### src/hdl/cidr_whitelist_match_table_assert.svh
// Assertion macros for the prefix match table.
`ifndef CIDR_WHITELIST_MATCH_TABLE_ASSERT_SVH
`define CIDR_WHITELIST_MATCH_TABLE_ASSERT_SVH

// Same-cycle implication, checked outside reset.
`define CWMT_ASSERT_NOW(label, ante, cons, msg) \
  label: assert property (@(posedge clk) disable iff (!rst_n) (ante) |-> (cons)) \
    else $error(msg);

// Next-cycle implication, checked outside reset.
`define CWMT_ASSERT_NEXT(label, ante, cons, msg) \
  label: assert property (@(posedge clk) disable iff (!rst_n) (ante) |=> (cons)) \
    else $error(msg);

`endif

### src/hdl/cwmt_pkg.sv
// Shared types, constants and helpers of the prefix match table.
`default_nettype none

package cwmt_pkg;

  localparam int ADDR_W  = 32;
  localparam int LEN_W   = 6;
  localparam int COUNT_W = 7;
  localparam int STAT_W  = 2;

  localparam logic [LEN_W-1:0] MAX_LEN = 6'd32;

  // Item kinds
  localparam logic KIND_ADD   = 1'b0;
  localparam logic KIND_CHECK = 1'b1;

  // Result status codes
  localparam logic [STAT_W-1:0] STATUS_OK      = 2'd0;
  localparam logic [STAT_W-1:0] STATUS_BAD_LEN = 2'd1;
  localparam logic [STAT_W-1:0] STATUS_FULL    = 2'd2;

  // Controller to datapath commands
  typedef struct packed {
    logic accept;  // latch the incoming transaction
    logic issue;   // read the next table entry
    logic commit;  // update the table and load the result
  } cmd_t;

  // Datapath to controller status
  typedef struct packed {
    logic skip_scan;   // incoming transaction needs no table walk
    logic last_issue;  // current read is the last valid entry
    logic out_free;    // output register can take a result
  } sts_t;

  // Top n bits set, zero for n = 0
  function automatic logic [ADDR_W-1:0] length_mask(input logic [LEN_W-1:0] len);
    logic [ADDR_W-1:0] m;
    m = '0;
    for (int i = 0; i < ADDR_W; i++) begin
      m[i] = ({1'b0, len} + 7'(i)) >= 7'(ADDR_W);
    end
    return m;
  endfunction

endpackage

`default_nettype wire

### src/hdl/cwmt_in_if.sv
// Input channel: add or check transactions.
`default_nettype none

interface cwmt_in_if;
  import cwmt_pkg::*;

  logic              valid;
  logic              ready;
  logic              kind;
  logic [ADDR_W-1:0] address;
  logic [LEN_W-1:0]  prefix_length;

  modport source (output valid, output kind, output address, output prefix_length,
                  input ready);
  modport sink   (input valid, input kind, input address, input prefix_length,
                  output ready);
endinterface

`default_nettype wire

### src/hdl/cwmt_out_if.sv
// Result channel: status, match flag and entry count.
`default_nettype none

interface cwmt_out_if;
  import cwmt_pkg::*;

  logic               valid;
  logic               ready;
  logic [STAT_W-1:0]  status;
  logic               matched;
  logic [COUNT_W-1:0] entry_count;

  modport source (output valid, output status, output matched, output entry_count,
                  input ready);
  modport sink   (input valid, input status, input matched, input entry_count,
                  output ready);
endinterface

`default_nettype wire

### src/hdl/cwmt_ctrl.sv
// Controller state machine of the prefix match table.
`default_nettype none

module cwmt_ctrl (
  input  wire logic          clk,
  input  wire logic          rst_n,
  input  wire logic          in_valid,
  output logic               in_rdy,
  input  cwmt_pkg::sts_t     sts,
  output cwmt_pkg::cmd_t     cmd
);
  import cwmt_pkg::*;

  typedef enum logic [3:0] {
    S_IDLE   = 4'b0001,
    S_SCAN   = 4'b0010,
    S_DRAIN  = 4'b0100,
    S_FINISH = 4'b1000
  } state_t;

  state_t state_r, state_nxt;

  // Next state and commands
  always_comb begin
    state_nxt  = state_r;
    cmd        = '0;
    in_rdy     = 1'b0;
    unique case (state_r)
      S_IDLE: begin
        in_rdy = 1'b1;
        if (in_valid) begin
          cmd.accept = 1'b1;
          state_nxt  = sts.skip_scan ? S_FINISH : S_SCAN;
        end
      end
      S_SCAN: begin
        cmd.issue = 1'b1;
        if (sts.last_issue) begin
          state_nxt = S_DRAIN;
        end
      end
      S_DRAIN: begin
        state_nxt = S_FINISH;
      end
      S_FINISH: begin
        if (sts.out_free) begin
          cmd.commit = 1'b1;
          state_nxt  = S_IDLE;
        end
      end
      default: begin
        state_nxt = S_IDLE;
      end
    endcase
  end

  // State register
  always_ff @(posedge clk) begin
    if (!rst_n) begin
      state_r <= S_IDLE;
    end else begin
      state_r <= state_nxt;
    end
  end

endmodule

`default_nettype wire

### src/hdl/cwmt_dpath.sv
// Datapath: entry memory, scan counter, compare stage and result register.
`default_nettype none

module cwmt_dpath #(
  parameter int TABLE_DEPTH = 64
) (
  input  wire logic                      clk,
  input  wire logic                      rst_n,
  input  wire logic                      in_kind,
  input  wire logic [cwmt_pkg::ADDR_W-1:0] in_address,
  input  wire logic [cwmt_pkg::LEN_W-1:0]  in_prefix_length,
  input  cwmt_pkg::cmd_t                 cmd,
  output cwmt_pkg::sts_t                 sts,
  input  wire logic                      out_rdy,
  output logic                           out_vld,
  output logic [cwmt_pkg::STAT_W-1:0]    out_status,
  output logic                           out_matched,
  output logic [cwmt_pkg::COUNT_W-1:0]   out_entry_count
);
  import cwmt_pkg::*;

  localparam int CW = $clog2(TABLE_DEPTH + 1);
  localparam int AW = (TABLE_DEPTH > 1) ? $clog2(TABLE_DEPTH) : 1;
  localparam int DW = ADDR_W + LEN_W;

  // Entry memory: {prefix, length}; valid entries are exactly slots below the count
  logic [DW-1:0] mem [TABLE_DEPTH];

  // Held transaction
  logic              kind_r;
  logic [ADDR_W-1:0] addr_r;
  logic [ADDR_W-1:0] pfx_r;
  logic [LEN_W-1:0]  len_r;
  logic              bad_len_r;

  // Scan and compare
  logic [CW-1:0]     cnt_r, cnt_nxt;
  logic [CW-1:0]     rd_idx_r;
  logic [DW-1:0]     rd_data_r;
  logic              cmp_vld_r;
  logic [AW-1:0]     cmp_idx_r;
  logic              found_r;
  logic [AW-1:0]     found_idx_r;

  // Result register
  logic               out_vld_r;
  logic [STAT_W-1:0]  status_r;
  logic               matched_r;
  logic [COUNT_W-1:0] count_r;

  logic [ADDR_W-1:0] rd_pfx;
  logic [LEN_W-1:0]  rd_len;
  logic              hit;
  logic              bad_len_in;
  logic              has_free;
  logic              wr_en;
  logic [AW-1:0]     wr_addr;
  logic [STAT_W-1:0] status_nxt;

  assign rd_pfx = rd_data_r[DW-1:LEN_W];
  assign rd_len = rd_data_r[LEN_W-1:0];

  // Compare the entry read last cycle
  always_comb begin
    if (kind_r == KIND_CHECK) begin
      hit = cmp_vld_r && ((addr_r & length_mask(rd_len)) == rd_pfx);
    end else begin
      hit = cmp_vld_r && (rd_pfx == pfx_r);
    end
  end

  assign bad_len_in = (in_kind == KIND_ADD) && (in_prefix_length > MAX_LEN);
  assign has_free   = cnt_r < CW'(TABLE_DEPTH);

  // Status to the controller
  always_comb begin
    sts.skip_scan  = bad_len_in || (cnt_r == '0);
    sts.last_issue = rd_idx_r == CW'(cnt_r - CW'(1));
    sts.out_free   = !out_vld_r || out_rdy;
  end

  // Decide table update and status at commit
  always_comb begin
    wr_en      = 1'b0;
    wr_addr    = found_idx_r;
    cnt_nxt    = cnt_r;
    status_nxt = STATUS_OK;
    if (bad_len_r) begin
      status_nxt = STATUS_BAD_LEN;
    end else if (kind_r == KIND_ADD) begin
      if (found_r) begin
        wr_en = cmd.commit;
      end else if (has_free) begin
        wr_en   = cmd.commit;
        wr_addr = cnt_r[AW-1:0];
        cnt_nxt = CW'(cnt_r + CW'(1));
      end else begin
        status_nxt = STATUS_FULL;
      end
    end
  end

  // Memory write and registered read
  always_ff @(posedge clk) begin
    if (wr_en) begin
      mem[wr_addr] <= {pfx_r, len_r};
    end
    if (cmd.issue) begin
      rd_data_r <= mem[rd_idx_r[AW-1:0]];
    end
  end

  // Latch the transaction and track the compare slot
  always_ff @(posedge clk) begin
    if (cmd.accept) begin
      kind_r    <= in_kind;
      addr_r    <= in_address;
      pfx_r     <= in_address & length_mask(in_prefix_length);
      len_r     <= in_prefix_length;
      bad_len_r <= bad_len_in;
    end
    if (cmd.issue) begin
      cmp_idx_r <= rd_idx_r[AW-1:0];
    end
    if (hit && !found_r) begin
      found_idx_r <= cmp_idx_r;
    end
    if (cmd.commit) begin
      status_r  <= status_nxt;
      matched_r <= (kind_r == KIND_CHECK) && found_r;
      count_r   <= COUNT_W'(cnt_nxt);
    end
  end

  // Control registers
  always_ff @(posedge clk) begin
    if (!rst_n) begin
      cnt_r     <= '0;
      rd_idx_r  <= '0;
      cmp_vld_r <= 1'b0;
      found_r   <= 1'b0;
      out_vld_r <= 1'b0;
    end else begin
      cmp_vld_r <= cmd.issue;
      if (cmd.accept) begin
        rd_idx_r <= '0;
        found_r  <= 1'b0;
      end else begin
        if (cmd.issue) begin
          rd_idx_r <= CW'(rd_idx_r + CW'(1));
        end
        if (hit) begin
          found_r <= 1'b1;
        end
      end
      if (cmd.commit) begin
        cnt_r     <= cnt_nxt;
        out_vld_r <= 1'b1;
      end else if (out_rdy) begin
        out_vld_r <= 1'b0;
      end
    end
  end

  assign out_vld         = out_vld_r;
  assign out_status      = status_r;
  assign out_matched     = matched_r;
  assign out_entry_count = count_r;

endmodule

`default_nettype wire

### src/hdl/cidr_whitelist_match_table.sv
// Top level of the IPv4 prefix match table.
//
//   channel   dir  handshake      payload
//   in_chan   in   valid/ready    kind, address, prefix_length
//   out_chan  out  valid/ready    status, matched, entry_count
//
// An add or check transaction walks the stored entries one per cycle through the
// single read port of the entry memory; the next transaction is taken only after
// its result is committed. The walk is skipped when the table is empty or the
// length is invalid.
// Reset is synchronous and clears the entry count; entry memory is not cleared.
// A result waits in the output register while the next transaction is taken;
// the block stalls in its final step only while that register is still full.
`default_nettype none

module cidr_whitelist_match_table #(
  parameter int TABLE_DEPTH = 64
) (
  input  wire logic  clk,
  input  wire logic  rst_n,
  cwmt_in_if.sink    in_chan,
  cwmt_out_if.source out_chan
);
  import cwmt_pkg::*;

  `include "cidr_whitelist_match_table_assert.svh"

  cmd_t cmd;
  sts_t sts;
  logic in_rdy;

  assign in_chan.ready = in_rdy;

  cwmt_ctrl u_ctrl (
    .clk      (clk),
    .rst_n    (rst_n),
    .in_valid (in_chan.valid),
    .in_rdy   (in_rdy),
    .sts      (sts),
    .cmd      (cmd)
  );

  cwmt_dpath #(
    .TABLE_DEPTH (TABLE_DEPTH)
  ) u_dpath (
    .clk              (clk),
    .rst_n            (rst_n),
    .in_kind          (in_chan.kind),
    .in_address       (in_chan.address),
    .in_prefix_length (in_chan.prefix_length),
    .cmd              (cmd),
    .sts              (sts),
    .out_rdy          (out_chan.ready),
    .out_vld          (out_chan.valid),
    .out_status       (out_chan.status),
    .out_matched      (out_chan.matched),
    .out_entry_count  (out_chan.entry_count)
  );

  // One transaction in flight at a time
  `CWMT_ASSERT_NEXT(a_busy_after_accept, in_chan.valid && in_chan.ready, !in_rdy, "accepted while busy")
  // Table reads only while a transaction is in flight
  `CWMT_ASSERT_NOW(a_issue_busy, cmd.issue, !in_rdy, "table read while idle")
  // Commit presents a result and frees the input
  `CWMT_ASSERT_NEXT(a_commit_result, cmd.commit, out_chan.valid && in_rdy, "result not presented")

endmodule

`default_nettype wire
### src/flat_wrapper.sv
// flat-port wrapper written by rule: the top's interface ports become plain ports
module cidr_whitelist_match_table_flat import cwmt_pkg::*;
#(
  parameter int TABLE_DEPTH = 64
)
  (clk, rst_n, in_chan_valid, in_chan_kind, in_chan_address, in_chan_prefix_length, in_chan_ready, out_chan_valid, out_chan_status, out_chan_matched, out_chan_entry_count, out_chan_ready);
  cwmt_in_if in_chan_i ();
  cwmt_out_if out_chan_i ();
  input  wire logic clk;
  input  wire logic rst_n;
  input wire logic [$bits(in_chan_i.valid)-1:0] in_chan_valid;
  input wire logic [$bits(in_chan_i.kind)-1:0] in_chan_kind;
  input wire logic [$bits(in_chan_i.address)-1:0] in_chan_address;
  input wire logic [$bits(in_chan_i.prefix_length)-1:0] in_chan_prefix_length;
  output wire logic [$bits(in_chan_i.ready)-1:0] in_chan_ready;
  output wire logic [$bits(out_chan_i.valid)-1:0] out_chan_valid;
  output wire logic [$bits(out_chan_i.status)-1:0] out_chan_status;
  output wire logic [$bits(out_chan_i.matched)-1:0] out_chan_matched;
  output wire logic [$bits(out_chan_i.entry_count)-1:0] out_chan_entry_count;
  input wire logic [$bits(out_chan_i.ready)-1:0] out_chan_ready;
  assign in_chan_i.valid = in_chan_valid;
  assign in_chan_i.kind = in_chan_kind;
  assign in_chan_i.address = in_chan_address;
  assign in_chan_i.prefix_length = in_chan_prefix_length;
  assign in_chan_ready = in_chan_i.ready;
  assign out_chan_valid = out_chan_i.valid;
  assign out_chan_status = out_chan_i.status;
  assign out_chan_matched = out_chan_i.matched;
  assign out_chan_entry_count = out_chan_i.entry_count;
  assign out_chan_i.ready = out_chan_ready;
  cidr_whitelist_match_table #(.TABLE_DEPTH(TABLE_DEPTH)) u_core (.clk(clk), .rst_n(rst_n), .in_chan(in_chan_i), .out_chan(out_chan_i));
endmodule
### config.mk
export PLATFORM = sky130hd
export DESIGN_NAME = cidr_whitelist_match_table_flat
export DESIGN_NICKNAME = d
export VERILOG_FILES = /design/src/hdl/cwmt_pkg.sv /design/src/hdl/cwmt_in_if.sv /design/src/hdl/cwmt_out_if.sv /design/src/hdl/cwmt_ctrl.sv /design/src/hdl/cwmt_dpath.sv /design/src/hdl/cidr_whitelist_match_table.sv /design/src/flat_wrapper.sv
export VERILOG_INCLUDE_DIRS = /design/src /design/src/hdl
export SDC_FILE = /design/constraint.sdc
export NUM_CORES = 2
export LEC_CHECK = 0
export BUFFER_PORTS_ARGS = -buffer_cell sky130_fd_sc_hd__buf_4
export CORE_ASPECT_RATIO = 1.5
export CORE_MARGIN = 2
export CORE_UTILIZATION = 60
export CTS_BUF_LIST = sky130_fd_sc_hd__clkbuf_16
export CTS_CLUSTER_DIAMETER = 40
export DETAILED_ROUTE_END_ITERATION = 8
export PLACE_DENSITY = 0.84
export SKIP_CTS_REPAIR_TIMING = 1
export SYNTH_ARGS = -nofsm -noshare
export SYNTH_HDL_FRONTEND = slang
export SYNTH_SLANG_ARGS = --single-unit
### constraint.sdc
create_clock -name clk -period 4.9 [get_ports clk]
set_input_delay 0.98 -clock clk [delete_from_list [all_inputs] [get_ports clk]]
set_output_delay 0.98 -clock clk [all_outputs]
set_load 0.02 [all_outputs]
==> flow_summary.yaml <==
status:
  status: "complete, no violations"
clock_network:
  cts.sinks: 2585
  insertion_delay_ps: 880
  numCtsBuffers: 212
  htree_num_levels: 4
  clk_pin_slew_ps: 70
  cts_tree: "done"
  cts_root_buf: "clkbuf_16"
  clock_path_buffers: 3
synthesis:
  synthDistinctLibCells: 57
  synth.area.top_cells: "edfxtp_1 78%, mux4_2 18%, clkbuf_1 0.44%"
  ys.warnings.count: 0
  synthFlopType: "edfxtp_1"
  ys_seq_area_share_pct: 78.0
  synth_area_leader_cell: "edfxtp_1"
  async_flop_share_pct: 0
  synth_top_area_share_pct: 77.6
  syn-instance-count: 4081
  ys_seq_elements: 2585
  synth_area_sq_mm: 0.0992
  avgSynthCellArea_sq_um: 24.3
  synth_fp_nets: 4128
  synth-edff-count: 2564
global_routing:
  grt.overflow.total: 0
  grt_pass1_vias: 50810
  grt_max_degree: 80
  grt_first_pass_wirelength_mm: 407
  antenna_found_initial: 25
  track_usage_pct: 35.2
detailed_routing:
  first_pass_iters: 6
  drt-initial-drc-count: 8966
  drc: 0
  wl_per_cell_um: 43.1
  vias: 50888
  final_antenna_net_count: 0
  finalWirelength_mm: 291
  via_per_inst: 7.55
layout:
  final_net_count: 4395
  area_growth_pct: 11.9
  drive_gt1_share_pct: 32.1
  final_common_cell: "edfxtp_1"
  layout_common_cells: "2564 x edfxtp_1, 798 x mux4_2, 229 x buf_4"
  fill_cells: 8751
place:
  gp_congestion: 0.918
  place_ws_ps: 1210
  dp.final_hpwl_mm: 152
  numPortBuffers: 54
sta:
  finalCritPeriodShare_pct: 84.8
  fin_crit_ps: 4150
  slew_viol_final: 0
  finalSetupViolations: 0
  relSlewSlack_pct: 15.1
  fmax_mhz: 241
  fin_ws_ps: 746
  report.final.hold_viol_count: 0
  fin_tns_setup_ps: 0
  rsz0062_at_grt: "false"
  fin_skew_ps: 37.3
  tightest_slew_ps: 1270
power_and_ir_drop:
  vdd.ir_drop.worst_mv: 0.356
  p_leak_nw: 33.2
  total_power_w: 0.0427
  power.density_mw_per_mm2: 385
critical_path:
  cp.required_ps: 5390
  cp.arrival_ps: 4640
  critical_path_class: "flip-flop to flip-flop"
  start_kind: "flip-flop"
  cp_max_fo: 38
  cp-end-kind: "flip-flop"
floorplan:
  placementRows: 182
  coreArea_sq_mm: 0.164
  ioPinCount: 55
  dieWidth_um: 336
  initial_core_util_pct: 60.4
  die_area_sq_mm: 0.169
  fp.dieH_um: 502
run:
  maxCapViolCount: 0
hold_path:
  hold_class: "primary input to flip-flop"
==> state kept, by name, summed over array words and instances (netlist names), 7 cells and up <==
name	flops
u_core.u_dpath.out_entry_count	7
u_core.u_dpath.rd_idx_r	7
u_core.u_dpath.cnt_r	7
u_core.u_dpath.addr_r	32
u_core.u_dpath.pfx_r	32
u_core.u_dpath.rd_data_r	38
u_core.u_dpath.mem	2432
==> cell usage after synthesis, drive strengths merged (21+ instances only) <==
cell type  count
dfxtp         21
xor2          22
a21oi         22
mux4         798
nand2         50
edfxtp      2564
buf          103
o21ai         24
nor2          93
xnor2         32
clkbuf       116
nor2b         26
==> metal layers <==
layer  share of wire [%]  global-route usage (%)  routed length [um]
met3                  12                    9.29               36000
met2                  50                    57.5              144000
met5               0.057                       0                 167
met1                  30                    42.5               88000
met4                 7.7                    20.6               22300
==> through the flow <==
step | utilization [%] | hold slack [ps] | instances | area, sq um
after floorplan | - | 400 | 4081 | 99200
after global placement | 63.4 | 405 | 6342 | 104000
after detailed placement | 63.4 | 406 | 6342 | 104000
after CTS | 67.6 | 269 | 6733 | 111000
after global routing | 67.6 | 289 | 6734 | 111000
final | 67.6 | 303 | 6743 | 111000
==> worst paths after layout <==
| path | start | to | slack (ps) | cells after the start |
|---|---|---|---|---|
| worst max-delay path | u_core.u_ctrl.state_r[3] | u_core.u_dpath.mem[29][15] | 750 | 7 |
| worst min-delay path | in_chan_address[16] | u_core.u_dpath.addr_r[16] | 300 | 1 |
| worst min register to register | u_core.u_dpath.cmp_idx_r[3] | u_core.u_dpath.found_idx_r[3] | 430 | 0 |
| worst max register to register | u_core.u_ctrl.state_r[3] | u_core.u_dpath.mem[29][15] | 750 | 7 |
==> layout make-up <==
type | count | area, sq um | share of cell area [%]
Multi-Input combinational cell | 1261 | 21300 | 19.2
Inverter | 16 | 60.1 | 0.0541
Tap cell | 2208 | 2760 | 2.49
Antenna cell | 10 | 25.0 | 0.0225
Clock inverter | 176 | 1480 | 1.33
Sequential cell | 2585 | 77400 | 69.7
Clock buffer | 215 | 5380 | 4.85
Timing Repair Buffer | 272 | 2580 | 2.32
==> kinds of logic after synthesis <==
| logic type | share of synthesized area, % |
|---|---|
| and+or+nand+nor | 1.27 |
| buffers and inverters | 1.03 |
| DFF | 78.0 |
| AOI/OAI and AO/OA | 0.864 |
| xor gates and xnor gates | 0.477 |
| adders and majority gates | 0.0504 |
| muxes | 18.3 |
==> worst max-delay path, stage by stage, from the launching register on <==
cell      delay (ps)
dfxtp_1          490
nor4b_1          700
nand2b_1         330
nor4_1           830
nand2_1          220
buf_4            330
nor2_4           160
buf_4            680
==> report_power, final <==
group	switching [W]	leakage (nW)	internal, W
sequential	0.0000484	23.3	0.0245
combinational	0.000734	6.47	0.000126
clock	0.00818	3.49	0.00912
No activity file was read; power rests on OpenSTA's default activity.
